--- config.mk ---
export PLATFORM = sky130hd
export DESIGN_NAME = matrix_keypad_scanner
export DESIGN_NICKNAME = d
export VERILOG_FILES = /design/src/rtl/core/kps_pkg.sv /design/src/rtl/core/kps_out_buf.sv /design/src/rtl/core/matrix_keypad_scanner.sv
export SDC_FILE = /design/constraint.sdc
export NUM_CORES = 1
export LEC_CHECK = 0
export BUFFER_PORTS_ARGS = -buffer_cell sky130_fd_sc_hd__buf_2
export CAP_MARGIN = 30
export CORE_MARGIN = 5
export CORE_UTILIZATION = 54
export CTS_CLUSTER_SIZE = 28
export DETAILED_ROUTE_END_ITERATION = 16
export GPL_TIMING_DRIVEN = 0
export PLACE_DENSITY_LB_ADDON = 0.1
export RECOVER_POWER = 50
export SYNTH_ARGS = -nofsm -noshare
export SYNTH_HDL_FRONTEND = slang
export SYNTH_SLANG_ARGS = --single-unit
--- constraint.sdc ---
create_clock -name clk_i -period 2.6 [get_ports clk_i]
set_clock_uncertainty 0.1 [all_clocks]
set_input_delay 0.39 -clock clk_i [delete_from_list [all_inputs] [get_ports clk_i]]
set_output_delay 0.39 -clock clk_i [all_outputs]
set_load 0.02 [all_outputs]
--- src/rtl/core/kps_pkg.sv ---
`timescale 1ns / 1ps

package kps_pkg;

  localparam int unsigned RowCount    = 4;
  localparam int unsigned ColumnCount = 4;
  localparam int unsigned RowW        = $clog2(RowCount);
  localparam int unsigned ColW        = $clog2(ColumnCount);
  localparam int unsigned TickW       = 8;
  localparam int unsigned CodeW       = 7;
  localparam int unsigned CfgDataW    = 8;
  localparam int unsigned CfgIdxW     = 1;

  localparam logic [TickW-1:0] SettleReset   = 8'd10;
  localparam logic [TickW-1:0] DebounceReset = 8'd20;

  typedef enum logic [CfgIdxW-1:0] {
    CFG_SETTLE_TICKS   = 1'b0,
    CFG_DEBOUNCE_TICKS = 1'b1
  } kps_cfg_e;

  typedef enum logic [2:0] {
    PH_BTN_CHECK    = 3'd0,
    PH_BTN_DEBOUNCE = 3'd1,
    PH_BTN_RELEASE  = 3'd2,
    PH_SETTLE       = 3'd3,
    PH_KEY_DEBOUNCE = 3'd4,
    PH_KEY_RELEASE  = 3'd5
  } kps_phase_e;

  typedef struct packed {
    logic [ColumnCount-1:0] column_levels;
    logic                   button_level;
  } kps_in_t;

  typedef struct packed {
    logic [RowCount-1:0] row_drive;
    logic                key_valid;
    logic [CodeW-1:0]    key_code;
    logic                page_led;
  } kps_out_t;

  // Keymap, indexed by {page, row, column}
  localparam logic [CodeW-1:0] KeyMap [2*RowCount*ColumnCount] = '{
    7'h41, 7'h42, 7'h43, 7'h44,   // A B C D
    7'h45, 7'h46, 7'h47, 7'h2D,   // E F G -
    7'h48, 7'h49, 7'h4A, 7'h2F,   // H I J /
    7'h4B, 7'h4C, 7'h4D, 7'h2A,   // K L M *
    7'h4E, 7'h4F, 7'h50, 7'h51,   // N O P Q
    7'h52, 7'h53, 7'h54, 7'h20,   // R S T space
    7'h55, 7'h56, 7'h57, 7'h2F,   // U V W /
    7'h58, 7'h59, 7'h5A, 7'h2A    // X Y Z *
  };

  typedef struct packed {
    logic            found;
    logic [ColW-1:0] idx;
  } kps_hit_t;

  // First low column at or above 'from'
  function automatic kps_hit_t first_low(input logic [ColumnCount-1:0] levels,
                                         input logic [ColW:0] from);
    kps_hit_t hit;
    hit = '0;
    for (int j = ColumnCount - 1; j >= 0; j--) begin
      if ((j >= int'(from)) && !levels[j]) begin
        hit.found = 1'b1;
        hit.idx   = ColW'(j);
      end
    end
    return hit;
  endfunction

endpackage

--- src/rtl/core/kps_out_buf.sv ---
`timescale 1ns / 1ps

module kps_out_buf
  import kps_pkg::*;
(
  input  logic     clk_i,
  input  logic     rst_ni,
  input  logic     push_i,
  input  kps_out_t push_data_i,
  output logic     full_o,
  output logic     out_valid_o,
  input  logic     out_ready_i,
  output kps_out_t out_data_o
);

  kps_out_t   ent0_q, ent1_q;
  logic [1:0] cnt_q, cnt_d;
  logic       pop;

  assign pop         = out_valid_o && out_ready_i;
  assign out_valid_o = (cnt_q != 2'd0);
  assign full_o      = (cnt_q == 2'd2);
  assign out_data_o  = ent0_q;

  always_comb begin
    cnt_d = cnt_q;
    if (push_i && !pop) begin
      cnt_d = cnt_q + 2'd1;
    end else if (pop && !push_i) begin
      cnt_d = cnt_q - 2'd1;
    end
  end

  always_ff @(posedge clk_i or negedge rst_ni) begin
    if (!rst_ni) begin
      cnt_q <= 2'd0;
    end else begin
      cnt_q <= cnt_d;
    end
  end

  // Head entry shifts up on pop; new transaction lands behind what stays
  always_ff @(posedge clk_i) begin
    if (pop) begin
      ent0_q <= ent1_q;
    end
    if (push_i) begin
      if (cnt_q == 2'd0 || (pop && cnt_q == 2'd1)) begin
        ent0_q <= push_data_i;
      end else begin
        ent1_q <= push_data_i;
      end
    end
  end

endmodule

--- src/rtl/core/matrix_keypad_scanner.sv ---
`timescale 1ns / 1ps

// Channel   Direction  Handshake                 Payload
// in        input      in_valid_i / in_ready_o   in_data_i  (kps_in_t: one tick)
// out       output     out_valid_o / out_ready_i out_data_o (kps_out_t: one result)
// cfg       input      cfg_we_i                  cfg_idx_i, cfg_data_i
//
// Each accepted tick updates the scan state in the same cycle and yields one result
// in the output buffer, so it takes one transaction per cycle while in_ready_o is high.
// The rate is set by the single state update and the two-entry output buffer.
// Reset (rst_ni low, asynchronous): button check, page 0, all rows high,
// settle 10 ticks, debounce 20 ticks, output buffer empty.
// With the output stalled, up to two results are held; in_ready_o drops only when both
// entries are taken.

module matrix_keypad_scanner
  import kps_pkg::*;
(
  input  logic                clk_i,
  input  logic                rst_ni,
  input  logic                in_valid_i,
  output logic                in_ready_o,
  input  kps_in_t             in_data_i,
  output logic                out_valid_o,
  input  logic                out_ready_i,
  output kps_out_t            out_data_o,
  input  logic                cfg_we_i,
  input  logic [CfgIdxW-1:0]  cfg_idx_i,
  input  logic [CfgDataW-1:0] cfg_data_i
);

  // Configuration registers
  logic [TickW-1:0] settle_q, debounce_q;

  // Scan state
  kps_phase_e          phase_q, phase_d;
  logic [RowW-1:0]     row_q, row_d;
  logic [ColW-1:0]     col_q, col_d;
  logic [TickW-1:0]    wait_q, wait_d;
  logic                page_q, page_d;
  logic [RowCount-1:0] pattern_q, pattern_d;

  logic     accept;
  logic     buf_full;
  kps_out_t result;

  // Combinational step helpers
  logic            col_low;
  logic            btn_low;
  logic            scan;
  logic [ColW:0]   scan_from;
  kps_hit_t        hit;
  logic            start_row;
  logic [RowW-1:0] start_idx;
  logic            key_valid;
  logic [CodeW-1:0] key_code;

  assign in_ready_o = !buf_full;
  assign accept     = in_valid_i && in_ready_o;

  // Configuration writes: no wait, no read-back
  always_ff @(posedge clk_i or negedge rst_ni) begin
    if (!rst_ni) begin
      settle_q   <= SettleReset;
      debounce_q <= DebounceReset;
    end else if (cfg_we_i) begin
      unique case (kps_cfg_e'(cfg_idx_i))
        CFG_SETTLE_TICKS:   settle_q   <= cfg_data_i;
        CFG_DEBOUNCE_TICKS: debounce_q <= cfg_data_i;
        default: ;
      endcase
    end
  end

  assign col_low   = !in_data_i.column_levels[col_q];
  assign btn_low   = !in_data_i.button_level;
  assign hit       = first_low(in_data_i.column_levels, scan_from);

  // Next scan state for this tick
  always_comb begin
    phase_d   = phase_q;
    row_d     = row_q;
    col_d     = col_q;
    wait_d    = wait_q;
    page_d    = page_q;
    pattern_d = pattern_q;
    scan      = 1'b0;
    scan_from = '0;
    start_row = 1'b0;
    start_idx = '0;
    key_valid = 1'b0;
    key_code  = '0;

    unique case (phase_q)
      PH_BTN_DEBOUNCE: begin
        if (wait_q != '0) begin
          wait_d = wait_q - 1'b1;
        end else if (btn_low) begin
          phase_d = PH_BTN_RELEASE;
        end else begin
          start_row = 1'b1;
        end
      end
      PH_BTN_RELEASE: begin
        // Toggle the page once the button is let go
        if (!btn_low) begin
          page_d    = !page_q;
          start_row = 1'b1;
        end
      end
      PH_SETTLE: begin
        if (wait_q != '0) begin
          wait_d = wait_q - 1'b1;
        end else begin
          scan = 1'b1;
        end
      end
      PH_KEY_DEBOUNCE: begin
        if (wait_q != '0) begin
          wait_d = wait_q - 1'b1;
        end else if (col_low) begin
          phase_d = PH_KEY_RELEASE;
        end else begin
          // Failed recheck: try the remaining columns on this same tick
          scan      = 1'b1;
          scan_from = {1'b0, col_q} + 1'b1;
        end
      end
      PH_KEY_RELEASE: begin
        if (!col_low) begin
          key_valid = 1'b1;
          key_code  = KeyMap[{page_q, row_q, col_q}];
          phase_d   = PH_BTN_CHECK;
        end
      end
      default: begin
        // Button check; unused phase codes land here as well
        if (btn_low) begin
          wait_d  = debounce_q;
          phase_d = PH_BTN_DEBOUNCE;
        end else begin
          start_row = 1'b1;
        end
      end
    endcase

    if (scan) begin
      if (hit.found) begin
        col_d   = hit.idx;
        wait_d  = debounce_q;
        phase_d = PH_KEY_DEBOUNCE;
      end else if (row_q == RowW'(RowCount - 1)) begin
        phase_d = PH_BTN_CHECK;
      end else begin
        start_row = 1'b1;
        start_idx = row_q + 1'b1;
      end
    end

    // Drive the chosen row low; the row last driven stays low through the button check
    if (start_row) begin
      row_d     = start_idx;
      pattern_d = ~(RowCount'(1) << start_idx);
      col_d     = '0;
      wait_d    = settle_q;
      phase_d   = PH_SETTLE;
    end
  end

  always_ff @(posedge clk_i or negedge rst_ni) begin
    if (!rst_ni) begin
      phase_q   <= PH_BTN_CHECK;
      row_q     <= '0;
      col_q     <= '0;
      wait_q    <= '0;
      page_q    <= 1'b0;
      pattern_q <= '1;
    end else if (accept) begin
      phase_q   <= phase_d;
      row_q     <= row_d;
      col_q     <= col_d;
      wait_q    <= wait_d;
      page_q    <= page_d;
      pattern_q <= pattern_d;
    end
  end

  // Result carries the values after this tick's update
  always_comb begin
    result.row_drive = pattern_d;
    result.key_valid = key_valid;
    result.key_code  = key_code;
    result.page_led  = page_d;
  end

  kps_out_buf u_out_buf (
    .clk_i       (clk_i),
    .rst_ni      (rst_ni),
    .push_i      (accept),
    .push_data_i (result),
    .full_o      (buf_full),
    .out_valid_o (out_valid_o),
    .out_ready_i (out_ready_i),
    .out_data_o  (out_data_o)
  );

endmodule

==> flow_summary.ini, run 1 <==
[grt]
grt_usage = 0.225
grt_antenna_before_repair = 0
grt_overflow = 0
grt_pass1_vias = 3301
grt_max_degree = 39
grt_pass1_wl_microns = 15600

[logic_synthesis]
synth-seq-area-share = 0.414
ys.flop_type = dfrtp_1
synth_top_area_frac = 0.193
synth_xor_area_frac = 0.0113
synth_area_leaders = dfrtp_1 19%, edfxtp_1 10%, dfxtp_1 6.7%, dfstp_2 5.4%, mux2_2 5.2%
synth_compound_gate_area_share = 0.232
synth_common_cells = 38 x nand2_1, 34 x nor2_1, 34 x o21ai_0
synth-simple-area-share = 0.168
ys_async_sr_fraction = 0.594
synth_warnings = 0
synth_top_family_by_area = compound AO/OA/AOI/OAI gates
syn_nets = 437
synth_cell_types = 77
ys_seq_elements = 64
synth.area.mux_share = 0.0894
synth.most_common_cell = nand2_1
synth_area_sq_um = 3890
syn_avg_cell_area_sq_um = 9.61
synthCells = 405
synth_largest_area_cell = dfrtp_1
synth_adder_area_share = 0.0418
synth-edff-count = 13

[worst_setup_path]
endpoint_kind = register
arrival_ns = 2.66
required_ns = 2.71
worstSetupPathType = register to register
start_kind = register
crit_fanout = 8

[outcome]
failed_checks = max-capacitance violations, max-slew violations
status = complete, but fails checks

[drt]
wire_per_inst_microns = 17.6
via_per_inst = 6.04
vias = 3419
first_pass_iters = 5
postRouteAntennaNets = 0
drc = 0
wl_microns = 9950
drt_first_iter_violations = 252

[power_and_ir_drop]
p_clk_frac = 0.200
ir_worst_vdd_mv = 0.537
switchingPower_mw = 2.07
design_power_total_mw = 4.93
seqPwrFrac = 0.326
comb_power_share = 0.474
power_leakage_nw = 1.91
p_int_mw = 2.87
power_density_nw_per_um2 = 1050
switching_share = 0.419

[clocking]
cts-root-buf = clkbuf_8
cts_htree_levels = 3
clkSinkCount = 64
cts_hold_buffers = 0
clk_latency_ns = 0.35
cts_buffers = 9
clkTransAtPathRegs_ns = 0.08
cts_tree = done
clockBufferDepth = 2

[final_layout]
area.growth.synth_to_final_pct = 20.5
diodes = 0
drive_gt1_frac = 0.304
layout.nets = 494

[floorplan]
start_util = 0.545
num_rows = 31
fp.coreArea_sq_um = 7140
io_pins = 34
die_w_microns = 94.9
die_h_microns = 94.9
dieArea_sq_um = 9010

[placed_design]
dp_hpwl_microns = 6930
globalplace.congestion = 0.882
io_buffers = 33

[sta]
setup-violations-final = 0
worst_pin_slew_ns = 2.03
relSlewSlack = -0.355
min_period_ns = 2.55
finalHoldViolCount = 0
holdWs_ns = 0.182
slew_viol_final = 39
finalCritPeriodShare = 0.981
rsz0062_at_grt = true
max_freq_ghz = 0.392

[flow_run]
cap_violations = 1

[min_path]
hold_path.class = primary input to register
==> critical path: stages (launching register included) <==
cell and delay (ns):
dfrtp_2 0.42, inv_2 0.08, ha_1 0.15, nor4b_4 0.19, buf_4 0.18, nand2_8 0.09, nor4b_4 0.42, o2bb2a_4 0.24
o22ai_2 0.16, a221oi_2 0.30, a211oi_1 0.07
==> layout make-up <==
cell class                 count  area (sq um)
buffer                        20          97.6
tap                           99           124
fill                         621          2440
clock buffer                   9           124
inverter                      19          73.8
multi-input combinational    301          2280
timing repair buffer          47           277
sequential                    64          1610
clock inverter                 7           103
==> layer usage <==
layer	global-route usage	share of wire	up-vias
met2	0.403	0.53	107
met1	0.263	0.41	1683
li1	-	-	1614
met3	0.0343	0.046	15
met4	0.106	0.015	0
met5	0	0	-
==> power groups by stage <==
| stage | Combinational [mW] | Clock [mW] | Sequential (mW) |
|---|---|---|---|
| final | 2.34 | 0.986 | 1.61 |
| after global routing | 2.56 | 1.05 | 1.64 |
| after CTS | 2.18 | 1.01 | 1.60 |
| after detailed placement | 2.06 | 0 | 1.61 |
| after global placement | 2.02 | 0 | 1.60 |
| after floorplan | 1.42 | 0 | 1.68 |
==> layout by cell type, fill, tap and decap left out, types with 3 or more instances in the layout <==
master    count
buf_4        14
o21ai_0      33
nand3_1       6
a211oi_2      3
xnor2_1       3
nand2_1      34
nor2_2        4
a21o_1        3
a31oi_1       3
and2_1        3
buf_2        33
inv_2         3
dfxtp_1      13
and3_1        4
or3_1         3
dfrtp_1      28
clkbuf_1     15
o22ai_1       4
inv_1        15
ha_1         12
a22o_1        3
a22oi_1       5
o211ai_1      8
edfxtp_1     13
nor3_1        4
dfstp_2       8
clkbuf_8      9
nor2_1       30
nand2_2       4
mux2i_1      13
nor2b_1       9
a211oi_1      7
mux2_2       18
a21oi_1      19
==> logic make-up after synthesis <==
kind of cell | count (synthesis)
buf+inv | 40
mux | 32
fa+ha+maj | 13
compound gates | 126
simple gates | 125
flops | 64
xor+xnor | 5
==> final timing paths <==
check                                    startpoint                        end  slack [ns]  cells past startpoint
min in group asynchronous                    rst_ni     phase_q[0]$_DFFE_PN0P_        0.51                      1
min                                   cfg_data_i[2]  debounce_q[2]$_DFFE_PN1P_        0.18                      2
min reg2reg                pattern_q[0]$_DFFE_PN1P_   pattern_q[0]$_DFFE_PN1P_        0.37                      2
max reg2reg                   wait_q[0]$_DFFE_PN0P_      wait_q[0]$_DFFE_PN0P_        0.05                     10
max                           wait_q[0]$_DFFE_PN0P_      wait_q[0]$_DFFE_PN0P_        0.05                     10
max in group asynchronous                    rst_ni       col_q[1]$_DFFE_PN0P_        0.57                      1
==> repair_timing <==
action / 4_1_cts / 5_1_grt
gates resized for setup: 20 / 24
gates cloned: 0 / 1
pin swaps: 4 / 6
setup endpoints to repair: 42 / 27
setup buffers: 5 / 8
==> state kept, by name, indices dropped and copies added (netlist names) <==
register,cells
col_q,2
debounce_q,8
page_q,1
pattern_q,4
phase_q,3
row_q,2
settle_q,8
u_out_buf.cnt_q,2
u_out_buf.ent1_q,13
u_out_buf.out_data_o,13
wait_q,8
==> metrics by stage <==
stage | area [sq um] | utilization | setup TNS, ns | instances | worst slack [ns]
after floorplan | 3890 | - | 0 | 405 | 0.0211
after global placement | 4180 | 0.586 | -6.96 | 537 | -0.320
after detailed placement | 4180 | 0.586 | -9.41 | 537 | -0.381
after CTS | 4550 | 0.637 | 0 | 558 | 0.000611
after global routing | 4690 | 0.657 | -0.312 | 566 | -0.0879
final | 4690 | 0.657 | 0 | 566 | 0.0502
(Power assumes the default switching activity.)
==> run 2, diff against run 1 <==
--- a/config.mk
+++ b/config.mk
@@ -8,12 +8,15 @@
 export BUFFER_PORTS_ARGS = -buffer_cell sky130_fd_sc_hd__buf_2
 export CAP_MARGIN = 30
 export CORE_MARGIN = 5
-export CORE_UTILIZATION = 54
+export CORE_UTILIZATION = 56
+export CTS_BUF_LIST = sky130_fd_sc_hd__clkbuf_8
 export CTS_CLUSTER_SIZE = 28
 export DETAILED_ROUTE_END_ITERATION = 16
+export GPL_ROUTABILITY_DRIVEN = 0
 export GPL_TIMING_DRIVEN = 0
 export PLACE_DENSITY_LB_ADDON = 0.1
 export RECOVER_POWER = 50
+export SLEW_MARGIN = 25
 export SYNTH_ARGS = -nofsm -noshare
 export SYNTH_HDL_FRONTEND = slang
 export SYNTH_SLANG_ARGS = --single-unit
==> run 2 against run 1 <==
  * Combinational power rose by 5%
  * Non-clock buffer count up 14
  * Flip-flop and latch count is the same
  * Critical path type unchanged
  * Critical endpoint is now col_q[0]$_DFFE_PN0P_
  * The flow now finishes without violations
  * Worst hold slack got worse by 0.0056 ns
  * Clock-buffer cell count up 1
  * Largest power group unchanged
  * Cell area is 4.5% higher
  * Register-to-register slack hardly changed
==> flow_summary.ini, run 2 (synthesized netlist as in run 1, its figures left out) <==
[floorplan]
fp.coreArea_sq_um = 6790
num_rows = 30
die_h_microns = 93.4
io_pins = 34
die_w_microns = 93.4
dieArea_sq_um = 8720
start_util = 0.573

[clocking]
cts-root-buf = clkbuf_8
cts_htree_levels = 3
clk_latency_ns = 0.35
clkSinkCount = 64
cts_tree = done
clockBufferDepth = 2
cts_buffers = 9
clkTransAtPathRegs_ns = 0.08

[drt]
drc = 0
drt_first_iter_violations = 214
wire_per_inst_microns = 17.8
first_pass_iters = 5
via_per_inst = 5.97
vias = 3446
postRouteAntennaNets = 0
wl_microns = 10300

[sta]
slew_viol_final = 0
worst_pin_slew_ns = 0.837
finalHoldViolCount = 0
setup_tns_ns = 0
min_period_ns = 2.55
finalCritPeriodShare = 0.982
holdWs_ns = 0.177
setup-violations-final = 0
worst_slack_ns = 0.0461
relSlewSlack = 0.442
rsz0062_at_grt = true
max_freq_ghz = 0.392

[final_layout]
layout.nets = 508
drive_gt1_frac = 0.364
diodes = 0
final_area_sq_um = 4900
area.growth.synth_to_final_pct = 25.9
final_common_cell = buf_2
final_cell_mix = 37 x buf_2, 34 x nand2_1, 27 x nor2_1, 27 x dfrtp_1, 26 x o21ai_0

[power_and_ir_drop]
power_leakage_nw = 2.03
power_density_nw_per_um2 = 1010
ir_worst_vdd_mv = 0.603

[worst_setup_path]
cpPeakStageDelay_ns = 0.53
endpoint_kind = register
regToRegSetupSlack_ns = 0.05
crit_path_cell_trace = mux2_4 -> a22o_4 -> nor4b_4 -> buf_4 -> o2bb2ai_4 -> nand2_4 -> or4_4 -> o21ai_1
slowest_stage = or4_4
r2r_cells = 8
crit_fanout = 5
start_kind = register
arrival_ns = 2.73
r2r-start = col_q[1]$_DFFE_PN0P_
required_ns = 2.77
reg2reg_to = col_q[0]$_DFFE_PN0P_
worstSetupPathType = register to register

[grt]
grt_pass1_wl_microns = 15700
grt_max_degree = 39
grt_overflow = 0
grt_antenna_before_repair = 0
grt_pass1_vias = 3132
grt_usage = 0.230

[min_path]
hold_path.class = primary input to register
holdCritStartpoint = cfg_data_i[7]
min_to = settle_q[7]$_DFFE_PN0P_
whs_path_depth = 2

[outcome]
status = completed

[placed_design]
io_buffers = 33
placed_cell_area_sq_um = 4180
place_ws_ns = -0.386
dp_hpwl_microns = 6740

[flow_run]
cap_violations = 0
run 2: cell count changes in the layout (fill, tap and decap cells not counted), sizes merged:
cell,previous run,this run
clkbuf,26,23
dlygate4sd3,0,1
bufinv,2,1
inv,21,20
buf,50,67
clkinvlp,1,2
run 2: final cells by class:
type | instances | area (sq um)
flip-flops and latches | 64 | 1620
multi-input cells | 301 | 2400
clock inverters | 6 | 67.6
clock buffers | 10 | 138
inverters | 19 | 71.3
repair buffers | 61 | 385
plain buffers | 20 | 101
well taps | 96 | 120
fillers | 487 | 1890
run 2: per-stage QoR:
step / cells / power, mW / utilization
global placement: 534 / 3.60 / 0.615
detailed placement: 534 / 3.64 / 0.615
global route: 577 / 5.27 / 0.722
CTS: 557 / 4.60 / 0.664
finish: 577 / 4.96 / 0.722
floorplan: 405 / 3.10 / -
run 2: how the worst max path moves through the flow:
stage,to,slack (ns),from,cells after the start
after floorplan,col_q[0]$_DFFE_PN0P_,0.02,col_q[0]$_DFFE_PN0P_,9
after global placement,u_out_buf.ent1_q[11]$_DFFE_PP_,-0.36,col_q[0]$_DFFE_PN0P_,8
after detailed placement,u_out_buf.ent1_q[11]$_DFFE_PP_,-0.39,col_q[0]$_DFFE_PN0P_,8
after CTS,col_q[0]$_DFFE_PN0P_,0.01,col_q[0]$_DFFE_PN0P_,9
after global routing,u_out_buf.ent1_q[11]$_DFFE_PP_,-0.10,wait_q[1]$_DFFE_PN0P_,9
final,col_q[0]$_DFFE_PN0P_,0.05,col_q[1]$_DFFE_PN0P_,8
run 2: power breakdown:
part / leakage [nW] / switching, mW / total, mW / internal (mW)
Clock: 0.0989 / 0.425 / 0.896 / 0.472
Combinational: 1.26 / 1.44 / 2.45 / 1.01
Sequential: 0.675 / 0.240 / 1.61 / 1.37
run 2: worst max-delay path: cells and delay by family (launching register included):
family / cells / cell delay [ns]
compound gates: 3 / 0.69
flops: 1 / 0.44
buf+inv: 1 / 0.16
mux: 1 / 0.33
simple gates: 3 / 0.74
run 2: routing by layer:
metal  global-route usage  up-vias  part of all wire
met3               0.0507       16             0.040
met1                0.290     1699              0.42
met2                0.387       98              0.52
li1                     -     1633                 -
met4               0.0830        0             0.013
met5                    0        -                 0
run 2: timing repair:
action                     4_1_cts  5_1_grt
pin swaps                        6       26
cloned                           0        1
setup endpoints to repair       42       27
hold endpoints to repair         0       12
hold buffers                     0        1
gates resized for setup         19       63
buffers inserted                 8       17
==> run 3, diff against run 2 <==
--- a/config.mk
+++ b/config.mk
@@ -14,9 +14,10 @@
 export DETAILED_ROUTE_END_ITERATION = 16
 export GPL_ROUTABILITY_DRIVEN = 0
 export GPL_TIMING_DRIVEN = 0
-export PLACE_DENSITY_LB_ADDON = 0.1
+export PLACE_DENSITY = 0.91
 export RECOVER_POWER = 50
 export SLEW_MARGIN = 25
 export SYNTH_ARGS = -nofsm -noshare
 export SYNTH_HDL_FRONTEND = slang
 export SYNTH_SLANG_ARGS = --single-unit
+export TNS_END_PERCENT = 1
==> run 3 against run 2 <==
  * The run now ends with max-capacitance violations, max-slew violations, negative setup slack left
  * Critical path depth rose by 1
  * Global-route usage is 0.82 points lower
  * Via count shrank 3.0%
  * Largest cell class unchanged
  * Highest routed layer unchanged
==> flow_summary.ini, run 3 (synthesized netlist as in run 1, its figures left out) <==
[worst_setup_path]
crit_start = wait_q[0]$_DFFE_PN0P_
required_ns = 2.78
start_kind = register
crit_fanout = 8
worstSetupPathType = register to register
arrival_ns = 2.80
reg2reg_to = col_q[0]$_DFFE_PN0P_
r2r_cells = 9
endpoint_kind = register
regToRegSetupSlack_ns = -0.02
r2r-start = wait_q[0]$_DFFE_PN0P_

[floorplan]
dieArea_sq_um = 8720
io_pins = 34
fp.coreArea_sq_um = 6790
start_util = 0.573
num_rows = 30
die_w_microns = 93.4
die_h_microns = 93.4

[clocking]
clkSinkCount = 64
clockBufferDepth = 2
cts-root-buf = clkbuf_8
cts_tree = done
clk_latency_ns = 0.35
clkTransAtPathRegs_ns = 0.08
cts_htree_levels = 3
cts_buffers = 9

[flow_run]
cap_violations = 1

[outcome]
status = complete, but fails checks
failed_checks = max-capacitance violations, max-slew violations, negative setup slack

[sta]
rsz0062_at_grt = true
setup-violations-final = 1
relSlewSlack = -0.328
worst_pin_slew_ns = 1.99
slew_viol_final = 39
setup_tns_ns = -0.0182
min_period_ns = 2.62
worst_slack_ns = -0.0182
max_freq_ghz = 0.382
finalCritPeriodShare = 1.01
finalHoldViolCount = 0

[drt]
vias = 3341
wire_per_inst_microns = 16.9
postRouteAntennaNets = 0
first_pass_iters = 6
wl_microns = 9350
drt_first_iter_violations = 243
via_per_inst = 6.04
drc = 0

[power_and_ir_drop]
ir_worst_vdd_mv = 0.526
power_leakage_nw = 1.83
power_density_nw_per_um2 = 1040
design_power_total_mw = 4.72

[min_path]
hold_path.class = primary input to register
holdCritStartpoint = cfg_data_i[5]
min_to = settle_q[5]$_DFFE_PN0P_
whs_path_depth = 2

[final_layout]
layout.nets = 484
final_cell_mix = 38 x nand2_1, 33 x buf_2, 31 x nor2_1, 31 x o21ai_0, 28 x dfrtp_1
area.growth.synth_to_final_pct = 16.1
diodes = 0
final_area_sq_um = 4520
final_common_cell = nand2_1
drive_gt1_frac = 0.254

[grt]
grt_max_degree = 39
grt_antenna_before_repair = 0
grt_overflow = 0
grt_usage = 0.222
grt_pass1_vias = 3327
grt_pass1_wl_microns = 15300

[placed_design]
placed_cell_area_sq_um = 4180
io_buffers = 33
dp_hpwl_microns = 6600
-- run 3: worst max path at each step --
stage,to,slack [ns],cells after the start
after floorplan,col_q[0]$_DFFE_PN0P_,0.02,9
after global placement,u_out_buf.ent1_q[11]$_DFFE_PP_,-0.25,8
after detailed placement,u_out_buf.ent1_q[11]$_DFFE_PP_,-0.31,8
after CTS,wait_q[3]$_DFFE_PN0P_,0.002,12
after global routing,u_out_buf.out_data_o[12]$_DFF_P_,-0.12,12
final,col_q[0]$_DFFE_PN0P_,-0.02,9
-- run 3: per-layer routing --
layer,GRT usage,up-vias,share of wire
li1,-,1592,-
met1,0.258,1588,0.39
met2,0.387,131,0.52
met3,0.0563,30,0.059
met4,0.0916,0,0.028
met5,0,-,0
-- run 3: critical path, cell delays in order, from the launching register on --
cell and delay, ns:
dfrtp_2 0.44, inv_1 0.11, ha_1 0.16, nor4b_4 0.29, nand2_4 0.16, nor2_1 0.21
a41oi_1 0.15, o32a_1 0.35, or4_1 0.47, o21ai_1 0.09
-- run 3: report_power, final --
| group | total (mW) | internal, mW | switching (mW) |
|---|---|---|---|
| combinational | 2.11 | 0.838 | 1.28 |
| clock | 0.988 | 0.551 | 0.437 |
| sequential | 1.62 | 1.37 | 0.246 |
| total | 4.72 | 2.76 | 1.96 |
-- run 3: metrics by stage --
step | setup WS, ns | utilization | instances | hold WS (ns)
2_1_floorplan | 0.0211 | - | 405 | -0.00559
3_3_place_gp | -0.248 | 0.615 | 534 | 0.354
3_5_place_dp | -0.313 | 0.615 | 534 | 0.357
4_1_cts | 0.00203 | 0.663 | 554 | 0.0574
5_1_grt | -0.116 | 0.665 | 553 | 0.168
6_report | -0.0182 | 0.665 | 553 | 0.178
-- run 3: area by class of cell --
cell class | instances | area, sq um
clock inverter | 7 | 105
buffer | 20 | 100
sequential | 64 | 1610
clock buffer | 9 | 124
fill | 533 | 2280
inverter | 19 | 71.3
timing repair buffer | 37 | 194
multi-input combinational | 301 | 2190
tap | 96 | 120
-- run 3: repair_timing --
item | 4_1_cts | 5_1_grt
gates cloned | 0 | 0
pin swaps | 3 | 4
setup buffers | 4 | 0
hold buffers | 0 | 0
setup endpoints to repair | 40 | 28
gates resized for setup | 12 | 12
